**config.mk**
```make
export PLATFORM = sky130hd
export DESIGN_NAME = base64_stream_encoder_unit
export DESIGN_NICKNAME = d
export VERILOG_FILES = /design/src/hdl/b64_pkg.sv /design/src/hdl/b64_front.sv /design/src/hdl/b64_fifo.sv /design/src/hdl/b64_back.sv /design/src/hdl/base64_stream_encoder_unit.sv
export SDC_FILE = /design/constraint.sdc
export NUM_CORES = 1
export LEC_CHECK = 0
export BUFFER_PORTS_ARGS = -buffer_cell sky130_fd_sc_hd__buf_4
export CAP_MARGIN = 15
export CORE_MARGIN = 4
export CORE_UTILIZATION = 35
export DETAILED_ROUTE_END_ITERATION = 12
export GPL_ROUTABILITY_DRIVEN = 0
export PLACE_DENSITY = 0.52
export RECOVER_POWER = 50
export REMOVE_ABC_BUFFERS = 1
export SLEW_MARGIN = 20
export SYNTH_ARGS = -nofsm -noshare
export SYNTH_HDL_FRONTEND = slang
export SYNTH_SLANG_ARGS = --single-unit
```
**constraint.sdc**
```tcl
create_clock -name clk -period 3.8 [get_ports clk]
set_input_delay 0.57 -clock clk [delete_from_list [all_inputs] [get_ports clk]]
set_output_delay 0.57 -clock clk [all_outputs]
set_load 0.03 [all_outputs]
```
**src/hdl/b64_pkg.sv**
```systemverilog
// ---------------------------------------------------------------------------
// b64_pkg - shared record type and function for the base64 stream encoder
// Group record passed from the front end to the character back end,
// record kinds and the standard alphabet lookup.
// ---------------------------------------------------------------------------
package b64_pkg;

  // Depth of the group queue between front and back end
  localparam int FIFO_DEPTH = 2;

  // Record kinds: how many input bytes the group carries
  localparam logic [1:0] KIND_FULL = 2'd0;  // three bytes, four characters
  localparam logic [1:0] KIND_TWO  = 2'd1;  // two bytes, three chars and '='
  localparam logic [1:0] KIND_ONE  = 2'd2;  // one byte, two chars and "=="

  localparam logic [6:0] PAD_CHAR = 7'h3D;  // '='

  typedef struct packed {
    logic [7:0] byte_a;
    logic [7:0] byte_m;
    logic [7:0] byte_b;
    logic [1:0] kind;
    logic       last;
  } b64_rec_t;

  // Sextet to ASCII, A-Z a-z 0-9 + /
  function automatic logic [6:0] sextet_char(input logic [5:0] v);
    logic [6:0] c;
    c = 7'h2F;
    case (v) inside
      [6'd0:6'd25]:  c = 7'(v) + 7'd65;
      [6'd26:6'd51]: c = 7'(v) + 7'd71;
      [6'd52:6'd61]: c = 7'(v) - 7'd4;
      6'd62:         c = 7'h2B;
      default:       c = 7'h2F;
    endcase
    return c;
  endfunction

endpackage

```
**src/hdl/b64_front.sv**
```systemverilog
// ---------------------------------------------------------------------------
// b64_front - byte collector
// Gathers raw bytes into groups of up to three and writes one group
// record to the queue when a group completes or the message ends.
// ---------------------------------------------------------------------------
module b64_front (
  input  logic              clk,
  input  logic              rst,
  input  logic              push,
  output logic              full,
  input  logic [7:0]        data_byte,
  input  logic              last_byte,
  input  logic              q_full,
  output logic              q_push,
  output b64_pkg::b64_rec_t q_rec
);

  logic [7:0] first_held;
  logic [7:0] second_held;
  logic [1:0] group_position;
  logic [7:0] first_next;
  logic [7:0] second_next;
  logic [1:0] position_next;
  logic       accept;
  logic       emit;

  assign full   = q_full;
  assign accept = push && !q_full;

  always_comb begin
    emit          = 1'b0;
    first_next    = first_held;
    second_next   = second_held;
    position_next = group_position;
    q_rec.byte_a  = first_held;
    q_rec.byte_m  = second_held;
    q_rec.byte_b  = data_byte;
    q_rec.kind    = b64_pkg::KIND_FULL;
    q_rec.last    = last_byte;
    case (group_position)
      2'd1: begin
        if (last_byte) begin
          emit         = 1'b1;
          q_rec.byte_m = data_byte;
          q_rec.byte_b = 8'd0;
          q_rec.kind   = b64_pkg::KIND_TWO;
        end else begin
          second_next   = data_byte;
          position_next = 2'd2;
        end
      end
      2'd2: begin
        emit = 1'b1;
      end
      default: begin
        // start of group (an unreachable third code acts the same)
        if (last_byte) begin
          emit         = 1'b1;
          q_rec.byte_a = data_byte;
          q_rec.byte_m = 8'd0;
          q_rec.byte_b = 8'd0;
          q_rec.kind   = b64_pkg::KIND_ONE;
        end else begin
          first_next    = data_byte;
          position_next = 2'd1;
        end
      end
    endcase
    if (emit) begin
      first_next    = 8'd0;
      second_next   = 8'd0;
      position_next = 2'd0;
    end
  end

  assign q_push = accept && emit;

  always_ff @(posedge clk) begin
    if (rst) begin
      first_held     <= 8'd0;
      second_held    <= 8'd0;
      group_position <= 2'd0;
    end else if (accept) begin
      first_held     <= first_next;
      second_held    <= second_next;
      group_position <= position_next;
    end
  end

endmodule

```
**src/hdl/b64_fifo.sv**
```systemverilog
// ---------------------------------------------------------------------------
// b64_fifo - group record queue
// Short first-in first-out store decoupling the byte collector from the
// character back end.
// ---------------------------------------------------------------------------
module b64_fifo #(
  parameter int DEPTH = b64_pkg::FIFO_DEPTH
) (
  input  logic              clk,
  input  logic              rst,
  input  logic              wr_en,
  input  b64_pkg::b64_rec_t wr_rec,
  output logic              full,
  input  logic              rd_en,
  output b64_pkg::b64_rec_t rd_rec,
  output logic              empty
);

  localparam int PW = (DEPTH > 1) ? $clog2(DEPTH) : 1;
  localparam int CW = $clog2(DEPTH + 1);
  localparam logic [PW-1:0] LastPtr = PW'(DEPTH - 1);
  localparam logic [CW-1:0] DepthCnt = CW'(DEPTH);

  b64_pkg::b64_rec_t mem [DEPTH];
  logic [PW-1:0] wr_ptr;
  logic [PW-1:0] rd_ptr;
  logic [CW-1:0] count;
  logic          do_wr;
  logic          do_rd;

  assign full   = (count == DepthCnt);
  assign empty  = (count == '0);
  assign do_wr  = wr_en && !full;
  assign do_rd  = rd_en && !empty;
  assign rd_rec = mem[rd_ptr];

  always_ff @(posedge clk) begin
    if (do_wr) begin
      mem[wr_ptr] <= wr_rec;
    end
  end

  always_ff @(posedge clk) begin
    if (rst) begin
      wr_ptr <= '0;
      rd_ptr <= '0;
      count  <= '0;
    end else begin
      if (do_wr) begin
        wr_ptr <= (wr_ptr == LastPtr) ? '0 : wr_ptr + 1'b1;
      end
      if (do_rd) begin
        rd_ptr <= (rd_ptr == LastPtr) ? '0 : rd_ptr + 1'b1;
      end
      if (do_wr && !do_rd) begin
        count <= count + 1'b1;
      end else if (do_rd && !do_wr) begin
        count <= count - 1'b1;
      end
    end
  end

endmodule

```
**src/hdl/b64_back.sv**
```systemverilog
// ---------------------------------------------------------------------------
// b64_back - character serialiser
// Takes group records from the queue and issues their four characters to the
// result register, one a cycle unless pop stalls, with padding and end mark.
// ---------------------------------------------------------------------------
module b64_back (
  input  logic              clk,
  input  logic              rst,
  input  logic              q_empty,
  input  b64_pkg::b64_rec_t q_rec,
  output logic              q_pop,
  input  logic              pop,
  output logic              empty,
  output logic [6:0]        code_char,
  output logic              end_of_output
);

  b64_pkg::b64_rec_t cur;
  logic       busy;
  logic [1:0] idx;
  logic       out_valid;
  logic       load_out;
  logic [5:0] sextet;
  logic [6:0] char_next;
  logic       end_next;

  assign load_out = busy && (!out_valid || pop);
  assign q_pop    = !q_empty && (!busy || (load_out && idx == 2'd3));
  assign empty    = !out_valid;

  always_comb begin
    case (idx)
      2'd0:    sextet = cur.byte_a[7:2];
      2'd1:    sextet = {cur.byte_a[1:0], cur.byte_m[7:4]};
      2'd2:    sextet = {cur.byte_m[3:0], cur.byte_b[7:6]};
      default: sextet = cur.byte_b[5:0];
    endcase
    char_next = b64_pkg::sextet_char(sextet);
    if ((idx == 2'd3 && cur.kind != b64_pkg::KIND_FULL) ||
        (idx == 2'd2 && cur.kind == b64_pkg::KIND_ONE)) begin
      char_next = b64_pkg::PAD_CHAR;
    end
    end_next = (idx == 2'd3) && (cur.kind != b64_pkg::KIND_FULL || cur.last);
  end

  always_ff @(posedge clk) begin
    if (rst) begin
      busy      <= 1'b0;
      idx       <= 2'd0;
      out_valid <= 1'b0;
    end else begin
      if (load_out) begin
        out_valid <= 1'b1;
      end else if (pop) begin
        out_valid <= 1'b0;
      end
      if (q_pop) begin
        busy <= 1'b1;
        idx  <= 2'd0;
      end else if (load_out) begin
        idx <= idx + 2'd1;
        if (idx == 2'd3) begin
          busy <= 1'b0;
        end
      end
    end
  end

  always_ff @(posedge clk) begin
    if (q_pop) begin
      cur <= q_rec;
    end
    if (load_out) begin
      code_char     <= char_next;
      end_of_output <= end_next;
    end
  end

endmodule

```
**src/hdl/base64_stream_encoder_unit.sv**
```systemverilog
// ---------------------------------------------------------------------------
// base64_stream_encoder_unit - base64 encoder for a byte stream
// Turns raw message bytes into standard base64 characters with padding.
// ---------------------------------------------------------------------------
// Usage:
//  - Input queue: present data_byte/last_byte and raise push; the request
//    is taken on a clock edge with push high and full low. last_byte marks
//    the final byte of a message and flushes the pending group.
//  - Result queue: while empty is low, code_char/end_of_output hold the
//    oldest character; pop high at an edge with empty low takes it.
//    end_of_output marks the final character of a message.
//  - Path: the record of a completed or ended group passes the group
//    queue and the back-end record register before its first character
//    reaches the result register.
//  - Flow: a byte that does not close a group is taken whenever full is low;
//    each group sends four characters through the one-character result
//    register, so a sustained stream is bound by the back-end serialiser.
//  - When the receiver stalls, the result register holds; the group queue
//    (FIFO_DEPTH records) fills and full then rises.
//  - Reset (rst, synchronous): clears held bytes and group position and
//    empties queue and result register; empty goes high, full low.
// ---------------------------------------------------------------------------
module base64_stream_encoder_unit #(
  parameter int FIFO_DEPTH = b64_pkg::FIFO_DEPTH
) (
  input  logic       clk,
  input  logic       rst,
  input  logic       push,
  output logic       full,
  input  logic [7:0] data_byte,
  input  logic       last_byte,
  output logic       empty,
  input  logic       pop,
  output logic [6:0] code_char,
  output logic       end_of_output
);

  // front end to queue
  b64_pkg::b64_rec_t wr_rec;
  logic              wr_en;
  logic              q_full;
  // queue to back end
  b64_pkg::b64_rec_t rd_rec;
  logic              rd_en;
  logic              q_empty;

  // front: collects bytes, classifies the group on completion or flush
  b64_front u_front (
    .clk       (clk),
    .rst       (rst),
    .push      (push),
    .full      (full),
    .data_byte (data_byte),
    .last_byte (last_byte),
    .q_full    (q_full),
    .q_push    (wr_en),
    .q_rec     (wr_rec)
  );

  // short queue of group records so each side stalls on its own
  b64_fifo #(
    .DEPTH (FIFO_DEPTH)
  ) u_fifo (
    .clk    (clk),
    .rst    (rst),
    .wr_en  (wr_en),
    .wr_rec (wr_rec),
    .full   (q_full),
    .rd_en  (rd_en),
    .rd_rec (rd_rec),
    .empty  (q_empty)
  );

  // back: four characters per record into the result register
  b64_back u_back (
    .clk           (clk),
    .rst           (rst),
    .q_empty       (q_empty),
    .q_rec         (rd_rec),
    .q_pop         (rd_en),
    .pop           (pop),
    .empty         (empty),
    .code_char     (code_char),
    .end_of_output (end_of_output)
  );

endmodule

```
==> results of run 1 <==
-- report_power, final --
group,internal [W],total [W],switching [W]
clock,0.000952,0.00148,0.000529
combinational,0.000547,0.00144,0.000893
sequential,0.00173,0.00183,0.0000987
total,0.00323,0.00475,0.00152
-- per-stage QoR --
| stage | setup WS [ns] | hold slack (ns) | cell area [µm²] | power [W] | cells |
|---|---|---|---|---|---|
| after global routing | 0.273 | 0.419 | 5770 | 0.00503 | 570 |
| after floorplan | 0.288 | 0.447 | 4840 | 0.00290 | 336 |
| after CTS | 0.562 | 0.404 | 5830 | 0.00483 | 570 |
| after global placement | 0.749 | 0.474 | 5270 | 0.00330 | 539 |
| final | 0.568 | 0.436 | 5770 | 0.00475 | 570 |
| after detailed placement | 0.617 | 0.484 | 5280 | 0.00333 | 539 |
-- registers in the layout, summed over array words and instances, names as in the netlist, 2 cells and up --
| register | flops |
|---|---|
| u_fifo.mem | 54 |
| u_back.cur | 27 |
| u_front.first_held | 8 |
| u_front.second_held | 8 |
| u_back.code_char | 7 |
| u_back.idx | 2 |
| u_fifo.count | 2 |
| u_front.group_position | 2 |
-- worst min-delay path by stage --
stage,slack [ns],endpoint,start,depth (start not counted)
2_1_floorplan,0.45,u_back.out_valid,u_back.busy,2
3_3_place_gp,0.47,u_front.first_held[4],u_front.first_held[4],2
3_5_place_dp,0.48,u_front.first_held[0],u_front.first_held[0],2
4_1_cts,0.40,u_fifo.mem[0][0],last_byte,1
5_1_grt,0.42,u_front.second_held[4],data_byte[4],3
6_report,0.44,u_front.second_held[6],data_byte[6],3
-- routing by layer --
metal,GRT usage,part of all wire,vias up
li1,-,-,1390
met1,0.165,0.48,1384
met2,0.193,0.47,65
met3,0.0387,0.035,14
met4,0.0650,0.019,0
met5,0,0,-
-- worst reg2reg max path: cells and delay by family, from the launching register on --
kind / cells / cell delay, ns
simple gates: 1 / 0.18
compound gates: 4 / 0.64
fa+ha+maj: 2 / 0.85
buf+inv: 1 / 0.23
mux: 1 / 0.71
flops: 1 / 0.36
-- logic make-up (layout without fill, tap and decap cells) --
kind of cell,Yosys count,count (layout),share of synthesized area
flip-flops,115,115,0.651
AO/OA/AOI/OAI,68,68,0.106
AND/OR/NAND/NOR,68,68,0.0686
multiplexers,43,43,0.0972
buffers and inverters,33,78,0.0278
adder cells (fa/ha/maj),13,13,0.0332
XOR/XNOR,9,9,0.0161
-- cells in the mapped netlist (2+ instances only) --
cell / n / share of area
a21oi_1: 13 / 0.013
a222oi_1: 6 / 0.012
a22o_1: 8 / 0.014
a22oi_1: 16 / 0.024
a31oi_1: 2 / 0.0026
and2_1: 13 / 0.017
and3_1: 2 / 0.0026
clkbuf_1: 10 / 0.0077
dfxtp_1: 26 / 0.11
edfxtp_1: 89 / 0.55
ha_1: 13 / 0.033
inv_1: 20 / 0.015
mux2_2: 37 / 0.085
mux2i_1: 6 / 0.012
nand2_1: 6 / 0.0046
nand2b_1: 2 / 0.0026
nand3_1: 4 / 0.0041
nor2_1: 29 / 0.022
nor2b_1: 3 / 0.0038
nor3_1: 3 / 0.0031
o2111ai_1: 2 / 0.0036
o21ai_0: 3 / 0.0031
o221ai_1: 2 / 0.0036
o22ai_1: 2 / 0.0026
o31ai_1: 3 / 0.0046
xnor2_1: 7 / 0.013
xor2_1: 2 / 0.0036
-- cell type report --
type                    count  area (µm²)  share of cell area
flip-flops and latches    115        3190               0.553
multi-input cells         201        1580               0.274
clock buffers              20         437              0.0756
well taps                 176         220              0.0381
repair buffers             27         154              0.0267
clock inverters            11         111              0.0193
inverters                  20        75.1              0.0130
==> results.py, run 1 <==
metrics = {
    "critical_path": {
        "crit_buf_inv": 1,
        "startpoint_type": "register",
        "cp-startpoint": "u_back.idx[1]",
        "worstSetupPathType": "register to register",
        "crit_top_cell": "ha_1",
        "reg2reg_to": "u_back.code_char[3]",
        "max_stage_delay_ns": 0.70,
        "r2r_cells": 9,
        "critical_path_depth": 9,
        "critPathMaxFanout": 12,
        "cp_slowest_cell": "mux2i_1",
        "critPathRequiredTime_ns": 3.93,
        "critPathTopFamily": "adder cells",
        "crit_path_end_kind": "register",
        "rrSetupSlack_ns": 0.57,
        "cp.arrival_ns": 3.36,
        "endpoint": "u_back.code_char[3]",
        "regToRegStartpoint": "u_back.idx[1]",
        "path_cells": "ha_1, mux2i_1, inv_1, ha_1, nor2_1, a21o_2, a21oi_1, a2111oi_2, a31oi_1",
    },
    "status": {
        "status": "finished with violations",
        "violations": "capacitance limit, slew limit",
    },
    "grt": {
        "grt_pass1_wl_um": 15500,
        "grt_start_max_net_pins": 31,
        "overflow": 0,
        "antenna_found_initial": 0,
        "track_usage": 0.127,
        "grt_pass1_vias": 2837,
    },
    "logic_synthesis": {
        "synth_cell_types": 47,
        "syn_inst": 349,
        "yosysWarnings": 0,
        "ys_async_sr_fraction": 0,
        "synth_edf_count": 89,
        "synthFlopType": "edfxtp_1",
        "yosys_register_bits": 115,
        "seq_area_frac_synth": 0.651,
        "syn_area_um2": 4900,
        "syn_avg_cell_area_um2": 14.1,
    },
    "timing": {
        "setup_viol": 0,
        "rsz0062_at_grt": "no",
        "fin_crit_ns": 3.23,
        "finalSetupTns_ns": 0,
        "skew_ns": 0.00603,
        "drv_slew": 57,
        "hold_viol": 0,
        "maxSlewHeadroom": -0.150,
        "fmax_mhz": 309,
        "fin_crit_sh": 0.851,
        "worst_pin_slew_ns": 1.72,
    },
    "cts": {
        "clk_pin_slew_ns": 0.05,
        "clk_latency_ns": 0.41,
        "clock_sinks": 115,
        "ctsHoldBuffers": 0,
        "cts_buffers": 17,
        "post_cts_resized": 0,
        "postCtsSetupBuffers": 0,
        "root_buffer": "clkbuf_16",
        "cts_max_path_buffers": 2,
        "cts_tree": "built",
        "htreeDepth": 4,
    },
    "floorplan": {
        "initial_core_util": 0.363,
        "std_cell_rows": 42,
        "core_area_um2": 13500,
        "die_area_um2": 16000,
        "dieHeight_um": 126,
        "ioPinCount": 23,
        "chipWidth_um": 126,
    },
    "power_and_ir_drop": {
        "powerDensity_nw_per_um2": 822,
        "p_leak_nw": 2.04,
        "peakVddDrop_mv": 0.318,
    },
    "layout": {
        "final_common_cell": "edfxtp_1",
        "final_util": 0.427,
        "area_delta_synth_final_pct": 17.7,
        "final_nets": 408,
        "nFillCells": 1227,
        "antenna-diode-count": 0,
        "layout_common_cells": "edfxtp_1, mux2_2, nor2_1, dfxtp_1, inv_1",
        "drive_above_1_share": 0.211,
    },
    "drt": {
        "drc": 0,
        "routedWlPerCell_um": 16.7,
        "drt_iter0_drc": 237,
        "viasPerCell": 5.01,
        "ant_nets": 0,
        "routed_wl_um": 9500,
        "drtPass1Iterations": 4,
        "vias": 2853,
    },
    "hold_path": {
        "hp-class": "input port to register",
    },
    "run": {
        "cap_viol_max_count": 2,
    },
    "place": {
        "dp_hpwl_um": 6170,
        "port_buffers": 22,
    },
}
(Power assumes the default switching activity.)
==> run 2: changes to the inputs <==
==> constraint.sdc (replaced) <==
create_clock -name clk -period 3.8 [get_ports clk]
set_input_delay 0.76 -clock clk [delete_from_list [all_inputs] [get_ports clk]]
set_output_delay 0.76 -clock clk [all_outputs]
set_load 0.03 [all_outputs]
==> results.py, run 2 (synthesized netlist as in run 1, its figures left out) <==
metrics = {
    "status": {
        "status": "finished with violations",
        "violations": "capacitance limit, slew limit",
    },
    "cts": {
        "postCtsSetupBuffers": 0,
        "cts_tree": "built",
        "htreeDepth": 4,
        "clk_latency_ns": 0.41,
        "post_cts_resized": 0,
        "ctsHoldBuffers": 0,
        "clock_sinks": 115,
        "cts_buffers": 17,
        "root_buffer": "clkbuf_16",
        "cts_max_path_buffers": 2,
        "clk_pin_slew_ns": 0.05,
    },
    "timing": {
        "rsz0062_at_grt": "no",
        "maxSlewHeadroom": -0.164,
        "fin_crit_ns": 3.17,
        "skew_ns": 0.00556,
        "setup_viol": 0,
        "fin_crit_sh": 0.835,
        "worst_pin_slew_ns": 1.75,
        "finalSetupTns_ns": 0,
        "fmax_mhz": 315,
        "drv_slew": 57,
        "hold_viol": 0,
        "setup_slack_ns": 0.626,
    },
    "layout": {
        "fin_cells": 573,
        "design_area_um2": 5920,
        "antenna-diode-count": 0,
        "layout_common_cells": "edfxtp_1, mux2_2, nor2_1, dfxtp_1, inv_1",
        "final_nets": 410,
        "nFillCells": 1235,
        "largest_reg_flops": 54,
        "reg_top3": "u_fifo.mem x54, u_back.cur x27",
        "final_common_cell": "edfxtp_1",
        "area_delta_synth_final_pct": 20.8,
        "top_register": "u_fifo.mem",
        "drive_above_1_share": 0.217,
    },
    "power_and_ir_drop": {
        "power.total_w": 0.00504,
        "powerDensity_nw_per_um2": 851,
        "peakVddDrop_mv": 0.370,
        "p_leak_nw": 2.13,
    },
    "grt": {
        "grt_pass1_vias": 2867,
        "track_usage": 0.125,
        "overflow": 0,
        "antenna_found_initial": 0,
        "grt_pass1_wl_um": 15400,
        "grt_start_max_net_pins": 31,
    },
    "floorplan": {
        "initial_core_util": 0.363,
        "ioPinCount": 23,
        "chipWidth_um": 126,
        "die_area_um2": 16000,
        "dieHeight_um": 126,
        "std_cell_rows": 42,
        "core_area_um2": 13500,
    },
    "drt": {
        "viasPerCell": 5.00,
        "routed_wl_um": 9390,
        "drc": 0,
        "routedWlPerCell_um": 16.4,
        "vias": 2865,
        "drtPass1Iterations": 5,
        "drt_iter0_drc": 189,
        "ant_nets": 0,
    },
    "hold_path": {
        "hp-class": "register to register",
    },
    "critical_path": {
        "crit_path_end_kind": "register",
        "worstSetupPathType": "register to register",
        "critPathRequiredTime_ns": 3.93,
        "critPathMaxFanout": 12,
        "cp.arrival_ns": 3.31,
        "startpoint_type": "register",
    },
    "run": {
        "cap_viol_max_count": 2,
    },
    "place": {
        "dp_hpwl_um": 6120,
        "dp_worst_setup_slack_ns": 0.641,
        "port_buffers": 22,
        "placed_cell_area_um2": 5290,
        "place_inst": 541,
    },
}
[run 2: final timing paths]
kind	to	slack, ns	start	depth (start not counted)
setup / recovery	u_back.code_char[3]	0.63	u_back.idx[0]	9
hold / removal	u_front.first_held[0]	0.50	u_front.first_held[0]	2
setup reg to reg	u_back.code_char[3]	0.63	u_back.idx[0]	9
hold reg to reg	u_front.first_held[0]	0.50	u_front.first_held[0]	2
[run 2: per-stage QoR]
| step | utilization | hold slack (ns) |
|---|---|---|
| floorplan | - | 0.447 |
| global placement | 0.392 | 0.475 |
| detailed placement | 0.392 | 0.483 |
| CTS | 0.442 | 0.501 |
| global route | 0.439 | 0.527 |
| finish | 0.439 | 0.498 |
[run 2: area by class of cell]
| cell class | count | area [µm²] | area share |
|---|---|---|---|
| repair buffers | 29 | 173 | 0.0292 |
| flip-flops and latches | 115 | 3190 | 0.539 |
| multi-input cells | 201 | 1590 | 0.268 |
| inverters | 20 | 75.1 | 0.0127 |
| well taps | 176 | 220 | 0.0372 |
| clock inverters | 7 | 138 | 0.0232 |
| clock buffers | 25 | 538 | 0.0908 |
[run 2: layer usage]
layer  GRT usage  part of all wire
met1       0.159              0.46
met2       0.195              0.48
met3      0.0446             0.044
met4      0.0524             0.013
met5           0                 0
[run 2: report_power, final]
| part | leakage (nW) | switching [W] | internal, W |
|---|---|---|---|
| clock network | 0.330 | 0.000528 | 0.00124 |
| logic | 0.750 | 0.000891 | 0.000552 |
| registers | 1.05 | 0.000100 | 0.00173 |
[run 2: critical path, cell delays in order (launching register included)]
cell	delay [ns]
dfxtp_1	0.36
ha_1	0.54
mux2i_1	0.71
inv_1	0.19
ha_1	0.28
nor2_1	0.18
a21o_2	0.14
a21oi_1	0.07
a2111oi_2	0.35
a31oi_1	0.07
==> run 3: changes to the inputs <==
- PLACE_DENSITY: 0.52 -> 0.54
- clock period: 3.8 -> 2.7 ns (I/O delays scaled with it)
==> results.py, run 3 (synthesized netlist as in run 1, its figures left out) <==
metrics = {
    "drt": {
        "drtPass1Iterations": 7,
        "drt_iter0_drc": 224,
        "routedWlPerCell_um": 16.5,
        "vias": 2979,
        "viasPerCell": 5.06,
        "routed_wl_um": 9730,
        "drc": 0,
        "ant_nets": 0,
    },
    "critical_path": {
        "path_cells": "clkinvlp_4, ha_4, a222oi_1, mux2i_2, buf_4, ha_4, nor2b_4, or3b_1, a21oi_2, a2111oi_4, a31oi_1",
        "critPathTopFamily": "compound AO/OA/AOI/OAI gates",
        "crit_path_end_kind": "register",
        "startpoint_type": "register",
        "critPathRequiredTime_ns": 2.94,
        "crit_buf_inv": 2,
        "critPathMaxFanout": 6,
        "cp_slowest_cell": "dfxtp_4",
        "cp.arrival_ns": 2.95,
        "crit_top_cell": "ha_4",
        "worstSetupPathType": "register to register",
        "max_stage_delay_ns": 0.37,
    },
    "floorplan": {
        "core_area_um2": 13500,
        "std_cell_rows": 42,
        "chipWidth_um": 126,
        "dieHeight_um": 126,
        "ioPinCount": 23,
        "die_area_um2": 16000,
        "initial_core_util": 0.363,
    },
    "hold_path": {
        "hp-class": "input port to register",
    },
    "power_and_ir_drop": {
        "sw_frac_of_total": 0.320,
        "power.total_w": 0.00725,
        "peakVddDrop_mv": 0.601,
        "power.switching_w": 0.00232,
        "p_int_w": 0.00493,
        "p_clk_frac": 0.305,
        "seqPwrFrac": 0.357,
        "powerDensity_nw_per_um2": 1200,
        "pwr-share-comb": 0.338,
        "p_leak_nw": 2.16,
    },
    "grt": {
        "grt_start_max_net_pins": 31,
        "track_usage": 0.129,
        "antenna_found_initial": 0,
        "grt_pass1_wl_um": 15700,
        "grt_pass1_vias": 2902,
        "overflow": 0,
    },
    "timing": {
        "fmax_mhz": 370,
        "skew_ns": 0.00831,
        "hold_viol": 0,
        "fin_crit_sh": 1.00,
        "worst_pin_slew_ns": 1.73,
        "setup_viol": 1,
        "maxSlewHeadroom": -0.156,
        "timing.hold.ws_ns": 0.403,
        "drv_slew": 29,
        "rsz0062_at_grt": "yes",
        "setup_slack_ns": -0.00592,
        "fin_crit_ns": 2.71,
        "finalSetupTns_ns": -0.00592,
    },
    "cts": {
        "cts_max_path_buffers": 2,
        "root_buffer": "clkbuf_16",
        "cts_tree": "built",
        "cts_buffers": 17,
        "clk_latency_ns": 0.41,
        "ctsHoldBuffers": 0,
        "htreeDepth": 4,
        "clock_sinks": 115,
        "clk_pin_slew_ns": 0.05,
    },
    "layout": {
        "drive_above_1_share": 0.286,
        "design_area_um2": 6060,
        "largest_reg_flops": 54,
        "antenna-diode-count": 0,
        "area_delta_synth_final_pct": 23.6,
        "layout_common_cells": "edfxtp_1, mux2_2, buf_4, nor2_1, dfxtp_1",
        "fin_cells": 589,
        "top_register": "u_fifo.mem",
        "reg_top3": "u_fifo.mem x54, u_back.cur x27",
        "final_nets": 426,
        "final_common_cell": "edfxtp_1",
    },
    "place": {
        "port_buffers": 22,
        "placed_cell_area_um2": 5350,
        "dp_hpwl_um": 6140,
        "place_inst": 549,
    },
    "status": {
        "violations": "capacitance limit, slew limit, setup timing",
        "status": "finished with violations",
    },
    "run": {
        "cap_viol_max_count": 1,
    },
}
-- run 3: changes by cell type in the layout (fill, tap and decap cells not counted), sizes merged --
| cell | previous run | this run |
|---|---|---|
| buf | 16 | 31 |
| clkbuf | 38 | 31 |
| clkinv | 2 | 7 |
| clkinvlp | 1 | 4 |
| bufinv | 4 | 3 |
| inv | 20 | 21 |
-- run 3: power by group through the flow --
stage | Combinational, W | Clock [W] | Sequential [W]
2_1_floorplan | 0.00138 | 0 | 0.00270
3_3_place_gp | 0.00215 | 0 | 0.00261
3_5_place_dp | 0.00217 | 0 | 0.00262
4_1_cts | 0.00222 | 0.00226 | 0.00259
5_1_grt | 0.00269 | 0.00236 | 0.00263
6_report | 0.00245 | 0.00221 | 0.00259
-- run 3: what timing repair did --
item | in CTS | in global routing
setup endpoints to repair | 3 | 7
pin swaps | 2 | 11
setup buffers | 1 | 7
resized for setup | 3 | 23
-- run 3: area by class of cell --
type	instances	area [µm²]
Fill cell	1195	7440
Sequential cell	115	3200
Clock inverter	15	164
Clock buffer	17	425
Timing Repair Buffer	45	287
Tap cell	176	220
Inverter	20	78.8
Multi-Input combinational cell	201	1690
-- run 3: final timing paths --
kind            startpoint                     end  slack [ns]  depth (start not counted)
max          u_back.idx[0]     u_back.code_char[3]      -0.006                         11
max reg2reg  u_back.idx[0]     u_back.code_char[3]      -0.006                         11
min           data_byte[6]  u_front.second_held[6]        0.40                          3
min reg2reg    u_back.busy        u_back.out_valid        0.49                          2
-- run 3: stage by stage --
stage	util	setup WS (ns)
3_3_place_gp	0.396	0.0427
4_1_cts	0.441	0.00645
6_report	0.449	-0.00592
2_1_floorplan	-	-0.812
3_5_place_dp	0.396	-0.0571
5_1_grt	0.449	-0.161
-- run 3: worst reg2reg max path, cell delays in order (launching register included) --
cell and delay [ns]:
dfxtp_4 0.37, clkinvlp_4 0.15, ha_4 0.21, a222oi_1 0.36, mux2i_2 0.20, buf_4 0.18, ha_4 0.16, nor2b_4 0.11
or3b_1 0.36, a21oi_2 0.21, a2111oi_4 0.05, a31oi_1 0.19
-- run 3: metal layers --
metal,wire [µm],up-vias,track usage
li1,-,1422,-
met1,4380,1462,0.165
met2,4700,77,0.202
met3,461,18,0.0441
met4,187,0,0.0511
met5,0,-,0
